==> src/design/slotalloc_pkg.sv <==
// Shared types and constants of the slot allocator.
package slotalloc_pkg;

  localparam int ROWS_DEF    = 256;
  localparam int ID_BITS_DEF = 32;
  localparam int FUNC_W      = 3;
  localparam int SLOT_W      = 8;
  localparam int ID_PORT_W   = 32;
  localparam int USED_W      = 9;

  typedef enum logic [FUNC_W-1:0] {
    FN_ALLOC = 3'd0,
    FN_FREE  = 3'd1,
    FN_READ  = 3'd2,
    FN_FIRST = 3'd3,
    FN_NEXT  = 3'd4,
    FN_PREV  = 3'd5
  } func_t;

  typedef enum logic [3:0] {
    OP_NONE,
    OP_LOAD,
    OP_ECHO,
    OP_ALLOC_NEW,
    OP_POP_READ,
    OP_ALLOC_POP,
    OP_OWNER_READ,
    OP_FREE_WR,
    OP_READ_RES,
    OP_SCAN_INIT,
    OP_SCAN_STEP
  } dp_op_t;

  typedef enum logic [2:0] {
    S_IDLE,
    S_DECODE,
    S_POP,
    S_OWNER,
    S_SCAN,
    S_DONE
  } state_t;

  typedef struct packed {
    dp_op_t op;
    logic   out_load;
  } ctl_cmd_t;

  typedef struct packed {
    func_t func;
    logic  stack_empty;
    logic  table_full;
    logic  slot_in_range;
    logic  scan_end;
  } dp_status_t;

endpackage

==> src/design/slotalloc_ctrl.sv <==
// Controller state machine of the slot allocator.
module slotalloc_ctrl (
  input  logic                     clk,
  input  logic                     rst,
  input  logic                     in_valid,
  output logic                     in_stall,
  output logic                     out_valid,
  input  logic                     out_stall,
  input  slotalloc_pkg::dp_status_t status,
  output slotalloc_pkg::ctl_cmd_t   cmd
);
  import slotalloc_pkg::*;

  state_t state;
  state_t state_next;
  logic   out_free;

  assign out_free = !out_valid || !out_stall;

  always_ff @(posedge clk) begin
    if (rst) begin
      state     <= S_IDLE;
      out_valid <= 1'b0;
    end else begin
      state <= state_next;
      if (cmd.out_load) begin
        out_valid <= 1'b1;
      end else if (!out_stall) begin
        out_valid <= 1'b0;
      end
    end
  end

  always_comb begin
    state_next = state;
    case (state)
      S_IDLE: begin
        if (in_valid) state_next = S_DECODE;
      end
      S_DECODE: begin
        case (status.func)
          FN_ALLOC: state_next = status.stack_empty ? S_DONE : S_POP;
          FN_FREE, FN_READ: state_next = status.slot_in_range ? S_OWNER : S_DONE;
          FN_FIRST, FN_NEXT, FN_PREV: state_next = S_SCAN;
          default: state_next = S_DONE;
        endcase
      end
      S_POP:   state_next = S_DONE;
      S_OWNER: state_next = S_DONE;
      S_SCAN: begin
        if (status.scan_end) state_next = S_DONE;
      end
      S_DONE: begin
        if (out_free) state_next = S_IDLE;
      end
      default: state_next = S_IDLE;
    endcase
  end

  always_comb begin
    cmd.op       = OP_NONE;
    cmd.out_load = 1'b0;
    in_stall     = (state != S_IDLE);
    case (state)
      S_IDLE: begin
        if (in_valid) cmd.op = OP_LOAD;
      end
      S_DECODE: begin
        case (status.func)
          FN_ALLOC: begin
            if (!status.stack_empty) begin
              cmd.op = OP_POP_READ;
            end else if (!status.table_full) begin
              cmd.op = OP_ALLOC_NEW;
            end
          end
          FN_FREE, FN_READ: cmd.op = status.slot_in_range ? OP_OWNER_READ : OP_ECHO;
          FN_FIRST, FN_NEXT, FN_PREV: cmd.op = OP_SCAN_INIT;
          default: cmd.op = OP_NONE;
        endcase
      end
      S_POP:   cmd.op = OP_ALLOC_POP;
      S_OWNER: cmd.op = (status.func == FN_FREE) ? OP_FREE_WR : OP_READ_RES;
      S_SCAN:  cmd.op = OP_SCAN_STEP;
      S_DONE:  cmd.out_load = out_free;
      default: cmd.op = OP_NONE;
    endcase
  end

endmodule

==> config.mk <==
export PLATFORM = sky130hd
export DESIGN_NAME = slotalloc_ctrl
export DESIGN_NICKNAME = d
export VERILOG_FILES = /design/src/design/slotalloc_pkg.sv /design/src/design/slotalloc_ctrl.sv
export SDC_FILE = /design/constraint.sdc
export NUM_CORES = 1
export LEC_CHECK = 0
export ABC_AREA = 1
export BUFFER_PORTS_ARGS = -buffer_cell sky130_fd_sc_hd__buf_2
export CORE_AREA = 2 2 39 41
export CTS_CLUSTER_SIZE = 14
export DETAILED_ROUTE_END_ITERATION = 10
export DIE_AREA = 0 0 41 43
export GPL_TIMING_DRIVEN = 0
export PLACE_DENSITY = 0.57
export SYNTH_ARGS = -nofsm -noshare
export SYNTH_HDL_FRONTEND = slang
export SYNTH_SLANG_ARGS = --single-unit
==> constraint.sdc <==
create_clock -name clk -period 1.3 [get_ports clk]
set_input_delay 0 -clock clk [delete_from_list [all_inputs] [get_ports clk]]
set_output_delay 0 -clock clk [all_outputs]
set_load 0.02 [all_outputs]
==> summary.md <==
| Metric | Value |
|---|---|
| Status | `finished clean` |
| Highest routed layer | `met4` |
| Average instance area after synthesis | `~5.6 um^2` |
| Largest vdd supply drop | `0.523 mV` |
| Setup Skew | `between 0.003 and 0.004 ns` |
| Post-synthesis cell type count | `17` |
| Routed Wire Length | `1.11 mm` |
| Crit path from | `state[2]` |
| Part of the total power dissipated in sequential elements | `a little under a quarter` |
| Worst Setup Start Kind | `flip-flop` |
| Largest net degree at the start of global routing | `8` |
| Max-cap violations | `0` |
| Number of vias per cell after detailed routing | `between 4 and 5` |
| Flops & latches, synth | `4` |
| FF-to-FF End | `state[0]` |
| End point of the critical path | `cmd[1]` |
| Part of the cycle the worst path needs | `between 90% and 100%` |
| Antenna Diode Count | `0` |
| Number of nets with antenna violations after routing | `0` |
| Commonest cells after routing, fill and taps aside | `20 x nand2_1, 12 x buf_2, 8 x inv_1, 8 x buf_4, 6 x nor2_1` |
| Share of the yosys chip area belonging to registers | `between 20% and 30%` |
| Final GP Congestion | `approximately 0.81` |
| Die area | `1760 um^2` |
| Startpoint of the lowest-slack register-to-register path | `state[0]` |
| Number of top-level pins | `18` |
| Post-Syn Instances | `67` |
| Via count of the first global-routing pass | `roughly 450` |
| Post-synthesis cell type with the largest combined area | `dfxtp_1` |
| GR Overflow Total | `0` |
| Critical Path Sink Type | `output pin` |
| Worst Reg-to-Reg Cells | `8` |
| Yosys warning total | `0` |
| Final cell utilization of the core | `around 46%` |
| Most common cell after layout, fill and taps aside | `nand2_1` |
| Internal portion of total power | `between 400 and 500 uW` |
| Worst endpoint required time | `roughly 1.3 ns` |
| Std cell rows | `14` |
| Area fraction of the dominant cell type after synthesis | `between 20% and 30%` |
| Routed vias | `just over 500` |
| Final setup vio count | `0` |
| Setup repair after global routing missed its margin | `true` |
| Vertical die dimension | `approximately 43 um` |
| I/O Buffers | `17` |
| Total power density per cell area | `about 1200 nW/um^2` |
| Area overhead of the layout relative to synthesis | `67.2%` |
| Worst setup path category | `reg -> out` |
| Cts bufs inserted | `3` |
| CTS tree | `done` |
| Clock transition at path regs | `~0.030 ns` |
| Main area contributors after synthesis | `dfxtp_1 21%, nand2_1 21%, nand3_1 7.9%, inv_1 7.9%, nor2_1 7.9%` |
| Max Transition Viols Final | `0` |
| Switch share | `42.4%` |
| Clock Path Buffers | `2` |
| DR WL met2 | `between 500 and 600 um` |
| Die width | `41 um` |
| Fmax | `~800 MHz` |
| Relative contribution of combinational cells to total power | `a little under three fifths` |
| Top fanout value on the critical path | `6` |
| Hold/Removal Path Class | `in -> reg` |
| Number of antenna violations at the first check in global routing | `0` |
| Period minus WS final | `1.25 ns` |
| Sinks on Clock Net | `4` |
| Hold violation count in the final report | `0` |
| DRT Pass-1 Iters | `4` |
| Half-perimeter wire length after placement | `just under 800 um` |
| Number of DRC markers after the initial detailed-route iteration | `6` |
| Clock network fraction of total power | `approximately a fifth` |
| Syn nets | `between 70 and 80` |
| Insertion delay of the later-clocked pin in the worst-skew pair | `0.24 ns` |
| Area of the core | `about 1400 um^2` |
| Max_slew headroom | `86.0%` |
| Worst reg2reg setup slack | `about 0.18 ns` |
| Slew at the pin with the worst max-slew slack | `roughly 0.21 ns` |
| Global-route usage over all layers | `13.6%` |
| Wire length of the first global-routing pass | `about 1.6 mm` |
| Leakage power | `roughly 0.00034 uW` |
| Wire length per cell | `approximately 10 um` |
| Setup TNS | `0 ns` |
| Critical path data arrival time | `between 1 and 1.5 ns` |
| Number of H-tree levels | `1` |
| Fraction of final layout cells with drive strength greater than 1 | `between 40% and 50%` |
| Syn Std Cell Area | `between 300 and 400 um^2` |
| Routed wl met3 | `about 11 um` |
| Starting Density | `a little over a quarter` |
| Met1 layer wirelength in the final routing | `488 um` |
| DRC violations left | `0` |
| Net count reported at finish | `106` |
| Net switching power | `between 300 and 400 uW` |
| Buffer type at the clock tree root | `clkbuf_4` |
## through the flow
step | instances | hold slack [ns] | area, um^2 | power [uW] | setup slack, ns
6_report | 109 | 0.0393 | 632 | 771 | 0.0469
5_1_grt | 109 | 0.0389 | 632 | 832 | -0.0286
4_1_cts | 104 | 0.0363 | 524 | 653 | 0.000712
3_5_place_dp | 100 | 0.209 | 483 | 474 | 0.183
3_3_place_gp | 100 | 0.204 | 483 | 473 | 0.154
2_1_floorplan | 67 | 0.0691 | 378 | 382 | 0.299
## flip-flops by register name, indices dropped and copies added, names as in the netlist
name and flops:
out_valid 1, state 3
## what timing repair did
action,in CTS,in global routing
hold buffers,1,0
resized for setup,4,20
pin swaps,0,3
endpoints found under the setup margin,4,4
endpoints found under the hold margin,2,0
setup buffers,0,5
## cell families (layout without fill, tap and decap cells)
logic type      after synthesis  in the layout  synth area share, %
compound gates                9              9                 15.2
flops                         4              4                 21.2
buf+inv                      12             38                 11.9
simple gates                 42             42                 51.7
## worst max-delay path: stages (launching register included)
cell and delay (ns):
dfxtp_4 0.38, inv_6 0.05, nand3_4 0.06, nor2_2 0.06
a31oi_2 0.20, nand3_2 0.12, buf_6 0.14
## Yosys cell counts
cell,instances
a31oi_1,1
inv_2,4
nand3b_1,3
o21ai_1,2
inv_1,8
nand3_1,6
a21oi_1,1
dfxtp_1,4
nand3_2,1
nor2_4,1
nand2_1,21
nand4_1,1
o221ai_1,1
a21oi_2,2
o21ai_0,2
nor2_1,8
nor2_2,1
## worst min-delay path by stage
stage	from	to	slack (ns)	cells past startpoint
2_1_floorplan	rst	out_valid	0.07	1
3_3_place_gp	rst	state[1]	0.20	2
3_5_place_dp	rst	out_valid	0.21	2
4_1_cts	out_stall	out_valid	0.04	3
5_1_grt	out_stall	out_valid	0.04	3
6_report	out_stall	out_valid	0.04	3
## metal layers
metal  track usage (%)  vias up
li1                  -      268
met1              16.0      236
met2              20.3        5
met3              4.71        2
met4              8.00        0
met5                 0        -
## power groups by stage
| stage | sequential (uW) | combinational (uW) | clock (uW) |
|---|---|---|---|
| finish | 181 | 434 | 156 |
| global placement | 161 | 313 | 0 |
| detailed placement | 161 | 314 | 0 |
| CTS | 163 | 324 | 166 |
| floorplan | 161 | 222 | 0 |
| global route | 183 | 475 | 174 |
## cell type report
type / instances / area (um^2)
timing repair buffer: 23 / 153
tap: 16 / 20.0
multi-input combinational: 51 / 295
inverter: 12 / 52.6
sequential: 4 / 88.8
fill: 151 / 752
clock buffer: 3 / 22.5
(Power assumes the default switching activity.)
